`config.mk`:
```
export PLATFORM = sky130hd
export DESIGN_NAME = first_fit_partition_allocator_core
export DESIGN_NICKNAME = d
export VERILOG_FILES = /design/src/rtl/ffpa_pkg.sv /design/src/rtl/first_fit_partition_allocator_core.sv
export SDC_FILE = /design/constraint.sdc
export NUM_CORES = 1
export LEC_CHECK = 0
export ABC_CLOCK_PERIOD_IN_PS = 6650
export BUFFER_PORTS_ARGS = -buffer_cell sky130_fd_sc_hd__buf_4
export CAP_MARGIN = 10
export CORE_MARGIN = 4
export CORE_UTILIZATION = 43
export CTS_BUF_LIST = sky130_fd_sc_hd__clkbuf_8
export CTS_CLUSTER_SIZE = 10
export DETAILED_ROUTE_END_ITERATION = 16
export PLACE_DENSITY = 0.59
export SLEW_MARGIN = 10
export SYNTH_ARGS = -nofsm -noshare
export SYNTH_HDL_FRONTEND = slang
export SYNTH_SLANG_ARGS = --single-unit
```
`constraint.sdc`:
```
create_clock -name clk_i -period 6.65 [get_ports clk_i]
set_input_delay 0.9975 -clock clk_i [delete_from_list [all_inputs] [get_ports clk_i]]
set_output_delay 0.9975 -clock clk_i [all_outputs]
set_load 0.03 [all_outputs]
```
`src/rtl/ffpa_pkg.sv`:
```
// Shared types and constants for the first-fit partition allocator.
// Depends on nothing; imported by first_fit_partition_allocator_core.
`default_nettype none

package ffpa_pkg;

  // Table depth and partition size width.
  localparam int unsigned MAX_PARTITIONS = 16;
  localparam int unsigned SIZE_BITS      = 16;

  // Derived widths: table index, and a count that can also hold the depth itself.
  localparam int unsigned IDX_W = (MAX_PARTITIONS > 1) ? $clog2(MAX_PARTITIONS) : 1;
  localparam int unsigned CNT_W = $clog2(MAX_PARTITIONS + 1);

  // Configuration port geometry.
  localparam int unsigned PADDR_W  = 3;
  localparam int unsigned PDATA_W  = 32;
  localparam logic        REG_TOTAL = 1'b0;  // word select of total_memory

  // Operation codes of an input word.
  typedef enum logic {
    OP_ADD   = 1'b0,
    OP_ALLOC = 1'b1
  } op_e;

  // Result status codes.
  typedef enum logic [1:0] {
    STAT_OK     = 2'd0,
    STAT_NO_FIT = 2'd1,
    STAT_FULL   = 2'd2
  } status_e;

  // Sequencer states.
  typedef enum logic [1:0] {
    ST_IDLE,
    ST_SCAN,
    ST_FIN
  } state_e;

  // Input word.
  typedef struct packed {
    logic                 operation;
    logic [SIZE_BITS-1:0] size;
  } in_word_t;

  // Result word.
  typedef struct packed {
    logic [1:0]           status;
    logic [3:0]           partition_index;
    logic [SIZE_BITS-1:0] unpartitioned;
    logic [SIZE_BITS-1:0] leftover;
  } out_word_t;

endpackage

`default_nettype wire

```
`src/rtl/first_fit_partition_allocator_core.sv`:
```
// Fixed-partition allocator with first-fit placement over a partition size memory.
// Depends on ffpa_pkg for word types, codes and table geometry.
//
//   Channel  Direction  Handshake                    Payload
//   in       input      in_valid_i / in_stall_o      in_word_i  (operation, size)
//   out      output     out_valid_o / out_stall_i    out_word_o (status, index, memory)
//   cfg      input      APB psel/penable/pwrite      total_memory at byte address 0
//
// An add word goes from idle straight to the finish state. An allocate word first
// scans the table in order and examines none on an empty table, else 1 up to the
// partition count; the single read port of the size memory delivers one
// entry per cycle.
// Reset is asynchronous; it empties the table and clears the sums, no sweep needed.
// A stalled result waits in the output register while the next word is accepted.
`default_nettype none

module first_fit_partition_allocator_core
  import ffpa_pkg::*;
(
  input  wire logic               clk_i,
  input  wire logic               rst_ni,
  // Input words
  input  wire logic               in_valid_i,
  output      logic               in_stall_o,
  input  wire in_word_t           in_word_i,
  // Result words
  output      logic               out_valid_o,
  input  wire logic               out_stall_i,
  output      out_word_t          out_word_o,
  // Configuration port
  input  wire logic               psel,
  input  wire logic               penable,
  input  wire logic               pwrite,
  input  wire logic [PADDR_W-1:0] paddr,
  input  wire logic [PDATA_W-1:0] pwdata,
  output      logic [PDATA_W-1:0] prdata,
  output      logic               pready
);

  // Saturating subtract for the remaining-memory figures.
  function automatic logic [SIZE_BITS-1:0] sat_sub(input logic [SIZE_BITS-1:0] a,
                                                   input logic [SIZE_BITS-1:0] b);
    sat_sub = (a >= b) ? (a - b) : '0;
  endfunction

  state_e                state_q, state_d;
  logic [SIZE_BITS-1:0]  total_q;
  logic [CNT_W-1:0]      count_q;
  logic [SIZE_BITS-1:0]  used_q;
  logic [SIZE_BITS-1:0]  alloc_q;
  logic [MAX_PARTITIONS-1:0] occ_q;
  logic [IDX_W-1:0]      ptr_q, ptr_d;
  logic [SIZE_BITS-1:0]  req_q;
  status_e               status_q;
  logic [IDX_W-1:0]      index_q;
  logic                  out_valid_q;
  out_word_t             out_word_q;

  logic [SIZE_BITS-1:0]  size_mem [MAX_PARTITIONS];
  logic [SIZE_BITS-1:0]  rdata_q;

  logic                  in_acc;
  logic                  is_add;
  logic                  table_full;
  logic                  add_fits;
  logic                  add_ok;
  logic                  hit;
  logic                  last;
  logic                  out_free;
  logic                  out_load;
  logic                  cfg_wr;

  // Configuration port: always ready, one register.
  assign pready = 1'b1;
  assign cfg_wr = psel && penable && pwrite && (paddr[2] == REG_TOTAL);
  assign prdata = (paddr[2] == REG_TOTAL) ? PDATA_W'(total_q) : '0;

  // Handshake and decision terms.
  assign in_stall_o = (state_q != ST_IDLE);
  assign in_acc     = in_valid_i && (state_q == ST_IDLE);
  assign is_add     = (op_e'(in_word_i.operation) == OP_ADD);
  assign table_full = (count_q >= CNT_W'(MAX_PARTITIONS));
  assign add_fits   = (in_word_i.size <= sat_sub(total_q, used_q));
  assign add_ok     = in_acc && is_add && !table_full && add_fits;
  assign hit        = (state_q == ST_SCAN) && !occ_q[ptr_q] && (rdata_q >= req_q);
  assign last       = ((CNT_W'(ptr_q) + CNT_W'(1)) == count_q);
  assign out_free   = !out_valid_q || !out_stall_i;
  assign out_load   = (state_q == ST_FIN) && out_free;

  // Next state.
  always_comb begin
    state_d = state_q;
    case (state_q)
      ST_IDLE: begin
        if (in_acc) begin
          state_d = (!is_add && (count_q != '0)) ? ST_SCAN : ST_FIN;
        end
      end
      ST_SCAN: begin
        if (hit || last) begin
          state_d = ST_FIN;
        end
      end
      ST_FIN: begin
        if (out_free) begin
          state_d = ST_IDLE;
        end
      end
      default: state_d = ST_IDLE;
    endcase
  end

  // Scan pointer, which is also the read address of the size memory.
  always_comb begin
    ptr_d = ptr_q;
    case (state_q)
      ST_IDLE: ptr_d = '0;
      ST_SCAN: begin
        if (!hit && !last) begin
          ptr_d = ptr_q + IDX_W'(1);
        end
      end
      default: ptr_d = ptr_q;
    endcase
  end

  // Size memory: written by an accepted add, read one entry a cycle.
  // A write only happens at acceptance and the scan of a later word starts
  // after this word's result is out, so the same entry is never in flight twice.
  always_ff @(posedge clk_i) begin
    if (add_ok) begin
      size_mem[count_q[IDX_W-1:0]] <= in_word_i.size;
    end
    rdata_q <= size_mem[ptr_d];
  end

  // Control and bookkeeping registers.
  always_ff @(posedge clk_i or negedge rst_ni) begin
    if (!rst_ni) begin
      state_q     <= ST_IDLE;
      total_q     <= '0;
      count_q     <= '0;
      used_q      <= '0;
      alloc_q     <= '0;
      occ_q       <= '0;
      ptr_q       <= '0;
      status_q    <= STAT_NO_FIT;
      index_q     <= '0;
      out_valid_q <= 1'b0;
    end else begin
      state_q     <= state_d;
      ptr_q       <= ptr_d;
      out_valid_q <= out_load || (out_valid_q && out_stall_i);
      if (cfg_wr) begin
        total_q <= pwdata[SIZE_BITS-1:0];
      end
      // Decide an add at once; an allocate starts out as a miss.
      if (in_acc) begin
        index_q <= '0;
        if (!is_add) begin
          status_q <= STAT_NO_FIT;
        end else if (table_full) begin
          status_q <= STAT_FULL;
        end else if (add_fits) begin
          status_q <= STAT_OK;
          index_q  <= count_q[IDX_W-1:0];
        end else begin
          status_q <= STAT_NO_FIT;
        end
      end
      if (add_ok) begin
        count_q                     <= count_q + CNT_W'(1);
        used_q                      <= used_q + in_word_i.size;
        occ_q[count_q[IDX_W-1:0]]   <= 1'b0;
      end
      // First free entry that is large enough takes the request.
      if (hit) begin
        occ_q[ptr_q] <= 1'b1;
        alloc_q      <= alloc_q + req_q;
        status_q     <= STAT_OK;
        index_q      <= ptr_q;
      end
    end
  end

  // Request size and result word need no reset.
  always_ff @(posedge clk_i) begin
    if (in_acc) begin
      req_q <= in_word_i.size;
    end
    if (out_load) begin
      out_word_q.status          <= status_q;
      out_word_q.partition_index <= 4'(index_q);
      out_word_q.unpartitioned   <= sat_sub(total_q, used_q);
      out_word_q.leftover        <= sat_sub(total_q, alloc_q);
    end
  end

  assign out_valid_o = out_valid_q;
  assign out_word_o  = out_word_q;

  // The partition count never passes the table depth.
  assert property (@(posedge clk_i) disable iff (!rst_ni)
    count_q <= CNT_W'(MAX_PARTITIONS))
    else $error("partition count beyond table depth");

  // A hit marks its entry occupied in the next cycle.
  assert property (@(posedge clk_i) disable iff (!rst_ni)
    hit |=> occ_q[$past(ptr_q)])
    else $error("allocated entry not marked occupied");

  // A scan leaves the partitioned total alone.
  assert property (@(posedge clk_i) disable iff (!rst_ni)
    (state_q == ST_SCAN) |=> $stable(used_q) && $stable(count_q))
    else $error("partition table changed during a scan");

  // A table-full result is only given when the table is full.
  assert property (@(posedge clk_i) disable iff (!rst_ni)
    out_load && (status_q == STAT_FULL) |-> table_full)
    else $error("table full reported with room left");

endmodule

`default_nettype wire

```
==> results by group, run 1 <==
Floorplanning
  • Area of the core region: 0.0446 sq mm
  • Row count: 77
  • Die Footprint: 0.0490 sq mm
  • Vertical die dimension: 221 microns
  • Die boundary width: 221 microns
  • Initial Util: 43.9%
  • Number of I/O pins: 132

Setup path
  • Kind of start point of the critical path: flop
  • Kind of critical path: flop to flop
  • Biggest cell delay along the critical path: 0.46 ns
  • Arrival time at the worst endpoint: 6.42 ns
  • Sort of element at the end of the critical path: flop
  • Master of the slowest instance on the critical path: sky130_fd_sc_hd__nor2_2
  • Combined buffer and inverter count along the critical path: 4
  • Data required time of the worst path: 6.96 ns
  • Top fanout value on the critical path: 16
  • Top delay family on crit path: compound AO/OA/AOI/OAI gates

Finish
  • Commonest non-fill, non-tap cells in the layout: 310 x sky130_fd_sc_hd__edfxtp_1, 298 x sky130_fd_sc_hd__nand2_1, 114 x sky130_fd_sc_hd__buf_4, 107 x sky130_fd_sc_hd__a21oi_1, 107 x sky130_fd_sc_hd__inv_1
  • Fraction of final layout cells sized beyond drive strength 1: 14.6%
  • Most common cell after layout, fill and taps aside: sky130_fd_sc_hd__edfxtp_1
  • Number of standard cells in the layout, taps in and fillers out: 2420
  • Count of inserted antenna diode cells: 0
  • # nets final: 1938
  • Layout Area Growth over Synthesis: 14.3%

Detailed routing
  • Post-detailed-route wirelength per cell: 20.7 microns
  • Number of antenna-violating nets in the routed design: 0
  • Vias per cell: 5.49
  • Violation count after the first detailed-routing iteration: 1030
  • DRC violations left: 0
  • Pre-Repair DR Iteration Count: 5
  • Vias: 13300
  • Total wire length: 50.2 mm

Timing
  • Skew final: 0.0342 ns
  • Max Fclk: 164 MHz
  • Final Cycle Share: 91.9%
  • Final period demand of the worst path: 6.11 ns
  • Worst-margin pin slew: 1.10 ns
  • Setup violations, final: 0
  • Rel. slew slack: 26.7%
  • Max-slew violation count: 0
  • Hold Violations, Final: 0
  • RSZ-0062 raised after global routing: no
  • Post-route setup TNS: 0 ns
  • Worst hold margin: 0.325 ns

Pwr
  • Internal power contribution: 5570 uW
  • Worst-case vdd ir drop: 0.179 mV
  • Net switching component of the power: 3290 uW
  • Comb pwr share: 37.3%
  • Leakage power figure: 0.00897 uW
  • Switching Share: 37.1%
  • Overall power after layout: 8860 uW
  • Flop pwr share: 36.5%
  • Clock share of power: 26.3%
  • Power Dens Cells: 396 mW/mm^2

Job
  • Maxcap violations: 0

Synthesis
  • Main area contributors after synthesis: sky130_fd_sc_hd__edfxtp_1 48%, sky130_fd_sc_hd__dfrtp_1 10%, sky130_fd_sc_hd__ha_1 6.5%
  • Share of the synthesized area in the top cell type: 47.6%
  • Syn Std Cell Area: 0.0196 sq mm
  • Leading area contributor after synthesis: sky130_fd_sc_hd__edfxtp_1
  • Synthesized area per cell: 11.9 sq um
  • Number of cells produced by synthesis: 1649
  • Flip-flop and latch count after synthesis: 408
  • Yosys warnings: 0
  • Distinct cell type count after synthesis: 75
  • Proportion of synthesized chip area in sequential cells: 59.7%
  • EDFF count, synth: 310
  • Prevailing post-synth register cell: sky130_fd_sc_hd__edfxtp_1
  • Share of flip-flops with an asynchronous set or reset: 20.1%

GRT
  • Maximum number of pins on one net before global-route repair: 82
  • Wire length of the first global-routing pass: 77.1 mm
  • Vias in the first global route: 13100
  • Number of antenna violations at the first check in global routing: 0
  • Congestion Overflow GR: 0
  • Total routing resource utilization after global routing: 20.3%

Outcome
  • Result of the run: finished clean

Place
  • Detailed placer's ending HPWL: 32.8 mm
  • I/O Buffers: 96
  • DP Cell Count: 2292
  • Global placement routability congestion: 0.838

Clock tree
  • Num Clock Sinks: 408
  • Clock insertion delay at the later pin of the skew report: 0.65 ns
  • Hold Buf Count CTS: 0
  • Cell at the root of the clock tree: sky130_fd_sc_hd__clkbuf_8
  • Number of instances resized during post-cts repair: 0
  • Number of buffers created by CTS: 70
  • Number of H-tree branching levels: 3
  • Register clock-pin slew on the reported worst setup and hold paths: 0.06 ns
  • TritonCTS clock tree: built
  • Setup repair bufs after CTS: 0
  • Maximum buffer depth of the clock tree: 3

Worst hold path
  • Type of the worst min-delay path: input port to asynchronous set/reset pin
[through the flow]
step	area [sq um]	setup slack (ns)	utilization (%)
after floorplan	19600	1.05	-
final	22400	0.539	50.1
after detailed placement	20900	0.633	46.9
after global placement	20900	0.713	46.9
after CTS	22300	0.582	50.1
after global routing	22400	0.0628	50.1
[worst reg2reg max path: stages, from the launching register on]
cell and delay, ns:
sky130_fd_sc_hd__dfrtp_1 0.37, sky130_fd_sc_hd__inv_1 0.15, sky130_fd_sc_hd__ha_1 0.20, sky130_fd_sc_hd__inv_1 0.07, sky130_fd_sc_hd__fa_1 0.40, sky130_fd_sc_hd__a21o_1 0.20, sky130_fd_sc_hd__a221oi_1 0.43, sky130_fd_sc_hd__nor2b_1 0.12
sky130_fd_sc_hd__o31ai_1 0.36, sky130_fd_sc_hd__a21oi_1 0.19, sky130_fd_sc_hd__nand3_1 0.12, sky130_fd_sc_hd__nand2_1 0.07, sky130_fd_sc_hd__or2_1 0.21, sky130_fd_sc_hd__a21o_1 0.27, sky130_fd_sc_hd__nand2_1 0.11, sky130_fd_sc_hd__ha_1 0.25
sky130_fd_sc_hd__a211oi_1 0.25, sky130_fd_sc_hd__nor2_1 0.07, sky130_fd_sc_hd__o21ai_0 0.16, sky130_fd_sc_hd__a21oi_1 0.09, sky130_fd_sc_hd__a211oi_1 0.27, sky130_fd_sc_hd__a22o_1 0.26, sky130_fd_sc_hd__nand2_1 0.12, sky130_fd_sc_hd__nor2_2 0.46
sky130_fd_sc_hd__nand3_1 0.20, sky130_fd_sc_hd__inv_1 0.09, sky130_fd_sc_hd__buf_4 0.27
[final timing paths]
kind                       cells after the start                         to  slack (ns)                     from
max                                           26  size_mem[13][9]$_DFFE_PP_        0.54   total_q[0]$_DFFE_PN0P_
min                                            1     used_q[15]$_DFFE_PN0N_        0.32                   rst_ni
max reg2reg                                   26  size_mem[13][9]$_DFFE_PP_        0.54   total_q[0]$_DFFE_PN0P_
min reg2reg                                    0   out_word_o[37]$_DFFE_PP_        0.49  status_q[1]$_DFFE_PN0P_
max in group asynchronous                      2         ptr_q[2]$_DFF_PN0_        5.27                   rst_ni
min in group clk_i                             0   out_word_o[37]$_DFFE_PP_        0.49  status_q[1]$_DFFE_PN0P_
[power by group through the flow]
stage | logic [uW] | clock network, uW | registers (uW)
6_report | 3300 | 2330 | 3230
3_5_place_dp | 3300 | 0 | 3290
4_1_cts | 3310 | 2390 | 3230
3_3_place_gp | 3250 | 0 | 3280
2_1_floorplan | 2500 | 0 | 3250
5_1_grt | 3690 | 2510 | 3250
[final cells by class]
cell class	instances	area (sq um)
fillers	3971	22200
flip-flops and latches	408	11700
multi-input cells	1083	7130
repair buffers	124	1060
clock buffers	72	991
well taps	592	741
clock inverters	55	439
inverters	86	325
[layer usage]
layer	up-vias	GRT usage (%)	routed length, microns
li1	6270	-	-
met1	6631	27.8	22300
met2	332	33.5	24300
met3	60	4.11	2820
met4	0	5.19	824
met5	-	0	0
[Yosys cell counts, types with 4 or more instances]
master,n
sky130_fd_sc_hd__edfxtp_1,310
sky130_fd_sc_hd__buf_2,28
sky130_fd_sc_hd__clkbuf_1,24
sky130_fd_sc_hd__o21bai_1,5
sky130_fd_sc_hd__inv_1,85
sky130_fd_sc_hd__mux2_2,17
sky130_fd_sc_hd__fa_1,4
sky130_fd_sc_hd__dfxtp_1,16
sky130_fd_sc_hd__nand2_1,298
sky130_fd_sc_hd__ha_1,102
sky130_fd_sc_hd__nand3_1,53
sky130_fd_sc_hd__buf_6,12
sky130_fd_sc_hd__o31ai_1,4
sky130_fd_sc_hd__a211o_1,5
sky130_fd_sc_hd__nand4_1,9
sky130_fd_sc_hd__nand2b_1,10
sky130_fd_sc_hd__or2_2,4
sky130_fd_sc_hd__a32oi_1,30
sky130_fd_sc_hd__dfrtp_1,81
sky130_fd_sc_hd__a21oi_1,108
sky130_fd_sc_hd__and2_1,17
sky130_fd_sc_hd__nor3_1,18
sky130_fd_sc_hd__xnor2_1,37
sky130_fd_sc_hd__or3_1,6
sky130_fd_sc_hd__xor2_1,21
sky130_fd_sc_hd__a31oi_1,9
sky130_fd_sc_hd__o211ai_1,10
sky130_fd_sc_hd__a21o_1,23
sky130_fd_sc_hd__buf_4,22
sky130_fd_sc_hd__o221ai_1,9
sky130_fd_sc_hd__o2111ai_1,4
sky130_fd_sc_hd__nor2_1,52
sky130_fd_sc_hd__a211oi_1,6
sky130_fd_sc_hd__o21a_1,4
sky130_fd_sc_hd__and3_1,14
sky130_fd_sc_hd__o221ai_2,6
sky130_fd_sc_hd__o21ai_0,63
sky130_fd_sc_hd__nor2b_1,29
sky130_fd_sc_hd__a32o_1,40
[sequential cells by signal, indices dropped and copies added, names as in the netlist]
| name | cells |
|---|---|
| index_q | 4 |
| total_q | 16 |
| rdata_q | 16 |
| state_q | 2 |
| out_word_o | 38 |
| status_q | 2 |
| alloc_q | 16 |
| ptr_q | 4 |
| out_valid_o | 1 |
| occ_q | 16 |
| size_mem | 256 |
| count_q | 5 |
| used_q | 16 |
| req_q | 16 |
[cell families after synthesis]
family,after synthesis,synth area share [%]
flip-flops,408,59.7
buffers and inverters,173,4.38
XOR/XNOR,58,2.60
multiplexers,25,1.71
other,2,0.0384
adder cells (fa/ha/maj),106,6.93
AO/OA/AOI/OAI,349,12.6
AND/OR/NAND/NOR,528,12.1
Note: power is estimated with default switching activity, not from simulation.
==> inputs of run 2 (changes only) <==
Settings changed: REMOVE_ABC_BUFFERS set to 1.
==> results by group, run 2 (synthesis gave the netlist of run 1 again) <==
Clock tree
  • Register clock-pin slew on the reported worst setup and hold paths: 0.06 ns (about the same)
  • TritonCTS clock tree: built (unchanged)
  • Num Clock Sinks: 408 (unchanged)
  • Number of H-tree branching levels: 3 (unchanged)
  • Cell at the root of the clock tree: sky130_fd_sc_hd__clkbuf_8 (unchanged)
  • Number of buffers created by CTS: 73 (was 70)
  • Setup repair bufs after CTS: 0 (unchanged)
  • Clock insertion delay at the later pin of the skew report: 0.62 ns (was 0.65 ns)
  • Maximum buffer depth of the clock tree: 3 (unchanged)

GRT
  • Wire length of the first global-routing pass: 73.4 mm (was 77.1 mm)
  • Vias in the first global route: 12900 (was 13100)
  • Total routing resource utilization after global routing: 18.7% (was 20.3%)
  • Congestion Overflow GR: 0 (unchanged)
  • Number of antenna violations at the first check in global routing: 1 (was 0)
  • Maximum number of pins on one net before global-route repair: 86 (was 82)

Detailed routing
  • Vias per cell: 5.38 (was 5.49)
  • Number of antenna-violating nets in the routed design: 0 (unchanged)
  • Pre-Repair DR Iteration Count: 6 (was 5)
  • DRC violations left: 0 (unchanged)
  • Vias: 13000 (was 13300)
  • Post-detailed-route wirelength per cell: 19.4 microns (was 20.7 microns)
  • Total wire length: 46.9 mm (was 50.2 mm)
  • Violation count after the first detailed-routing iteration: 945 (was 1030)

Setup path
  • Master of the slowest instance on the critical path: sky130_fd_sc_hd__a221oi_1 (was sky130_fd_sc_hd__nor2_2)
  • Top delay family on crit path: compound AO/OA/AOI/OAI gates (unchanged)
  • Kind of start point of the critical path: flop (unchanged)
  • Combined buffer and inverter count along the critical path: 5 (was 4)
  • Arrival time at the worst endpoint: 6.42 ns (about the same)
  • Data required time of the worst path: 6.96 ns (about the same)
  • Kind of critical path: flop to flop (unchanged)
  • Top fanout value on the critical path: 16 (unchanged)
  • Biggest cell delay along the critical path: 0.44 ns (was 0.46 ns)
  • Sort of element at the end of the critical path: flop (unchanged)

Floorplanning
  • Area of the core region: 0.0446 sq mm (unchanged)
  • Die Footprint: 0.0490 sq mm (unchanged)
  • Initial Util: 43.9% (unchanged)
  • Row count: 77 (unchanged)
  • Die boundary width: 221 microns (unchanged)
  • Vertical die dimension: 221 microns (unchanged)
  • Number of I/O pins: 132 (unchanged)

Timing
  • Final period demand of the worst path: 6.11 ns (about the same)
  • Max-slew violation count: 0 (unchanged)
  • Hold Violations, Final: 0 (unchanged)
  • Max Fclk: 164 MHz (about the same)
  • Slack of the critical path: 0.543 ns (was 0.539 ns)
  • Post-route setup TNS: 0 ns (unchanged)
  • Rel. slew slack: 33.1% (was 26.7%)
  • Final Cycle Share: 91.8% (was 91.9%)
  • Skew final: 0.0268 ns (was 0.0342 ns)
  • Worst-margin pin slew: 0.998 ns (was 1.10 ns)
  • Setup violations, final: 0 (unchanged)
  • RSZ-0062 raised after global routing: no (unchanged)

Place
  • Global placement routability congestion: 0.862 (was 0.838)
  • Detailed placer's ending HPWL: 31.1 mm (was 32.8 mm)
  • I/O Buffers: 96 (unchanged)
  • Worst slack after detailed placement: 0.531 ns (was 0.633 ns)

Finish
  • Flip-flop count of the largest register, all copies and words added: 256 (unchanged)
  • Most common cell after layout, fill and taps aside: sky130_fd_sc_hd__edfxtp_1 (unchanged)
  • Number of filler cells placed in the layout: 3954 (was 3971)
  • Fraction of final layout cells sized beyond drive strength 1: 14.5% (was 14.6%)
  • Count of inserted antenna diode cells: 0 (unchanged)
  • Commonest non-fill, non-tap cells in the layout: 310 x sky130_fd_sc_hd__edfxtp_1, 298 x sky130_fd_sc_hd__nand2_1, 112 x sky130_fd_sc_hd__buf_4, 110 x sky130_fd_sc_hd__inv_1, 107 x sky130_fd_sc_hd__a21oi_1 (was 310 x sky130_fd_sc_hd__edfxtp_1, 298 x sky130_fd_sc_hd__nand2_1, 114 x sky130_fd_sc_hd__buf_4, 107 x sky130_fd_sc_hd__a21oi_1, 107 x sky130_fd_sc_hd__inv_1)
  • # nets final: 1942 (was 1938)
  • Layout Area Growth over Synthesis: 14.1% (was 14.3%)
  • Post-route core utilization: 50.0% (was 50.1%)

Outcome
  • Result of the run: finished clean (unchanged)

Job
  • Maxcap violations: 0 (unchanged)

Pwr
  • Worst-case vdd ir drop: 0.226 mV (was 0.179 mV)
  • Leakage power figure: 0.00896 uW (was 0.00897 uW)
  • Power Dens Cells: 388 mW/mm^2 (was 396 mW/mm^2)

Worst hold path
  • Type of the worst min-delay path: input port to asynchronous set/reset pin (unchanged)
-- run 2: cell types whose count changed in the layout (fill, tap and decap cells not counted), moves of 2 or more --
cell | previous run | this run
sky130_fd_sc_hd__bufinv_16 | 7 | 1
sky130_fd_sc_hd__buf_4 | 114 | 112
sky130_fd_sc_hd__inv_1 | 107 | 110
sky130_fd_sc_hd__buf_12 | 9 | 13
sky130_fd_sc_hd__clkbuf_8 | 72 | 80
-- run 2: through the flow --
step           cell area, sq um  hold slack [ns]  cells  power (uW)
2_1_floorplan             19100            0.425   1577        5630
3_3_place_gp              21000            0.449   2294        6470
3_5_place_dp              21000            0.441   2294        6540
4_1_cts                   22300            0.201   2423        8750
5_1_grt                   22300            0.222   2423        9260
6_report                  22300            0.247   2423        8660
-- run 2: path summary, 6_finish.rpt --
| kind | from | to | slack [ns] | depth (start not counted) |
|---|---|---|---|---|
| max | total_q[0]$_DFFE_PN0P_ | size_mem[15][15]$_DFFE_PP_ | 0.54 | 27 |
| min | rst_ni | occ_q[12]$_DFF_PN0_ | 0.25 | 1 |
| max reg2reg | total_q[0]$_DFFE_PN0P_ | size_mem[15][15]$_DFFE_PP_ | 0.54 | 27 |
| min reg2reg | index_q[1]$_DFFE_PN0P_ | out_word_o[33]$_DFFE_PP_ | 0.46 | 0 |
| max in group asynchronous | rst_ni | total_q[14]$_DFFE_PN0P_ | 5.18 | 2 |
| min in group clk_i | index_q[1]$_DFFE_PN0P_ | out_word_o[33]$_DFFE_PP_ | 0.46 | 0 |
-- run 2: area by class of cell --
cell class	count	area, sq um	area share [%]
inverters	86	324	1.45
multi-input cells	1083	7130	31.9
flip-flops and latches	408	11700	52.3
clock buffers	80	1100	4.93
clock inverters	49	244	1.09
repair buffers	125	1100	4.93
well taps	592	741	3.32
-- run 2: power by group --
| group | total, uW | switching [uW] | internal, uW |
|---|---|---|---|
| registers | 3190 | 170 | 3020 |
| clock network | 2170 | 1030 | 1150 |
| logic | 3300 | 2050 | 1250 |
-- run 2: what timing repair did --
| item | CTS | global route |
|---|---|---|
| hold buffers | 0 | 0 |
| gates resized for setup | 0 | 1 |
| setup endpoints to repair | 0 | 134 |
-- run 2: metal layers --
layer / part of all wire [%] / wire length [microns] / GRT usage, % / vias to the layer above
li1: - / - / - / 6277
met1: 47 / 21900 / 26.9 / 6347
met2: 46 / 21800 / 29.5 / 344
met3: 4.9 / 2320 / 3.15 / 63
met4: 1.9 / 877 / 5.50 / 0
met5: 0 / 0 / 0.0978 / -
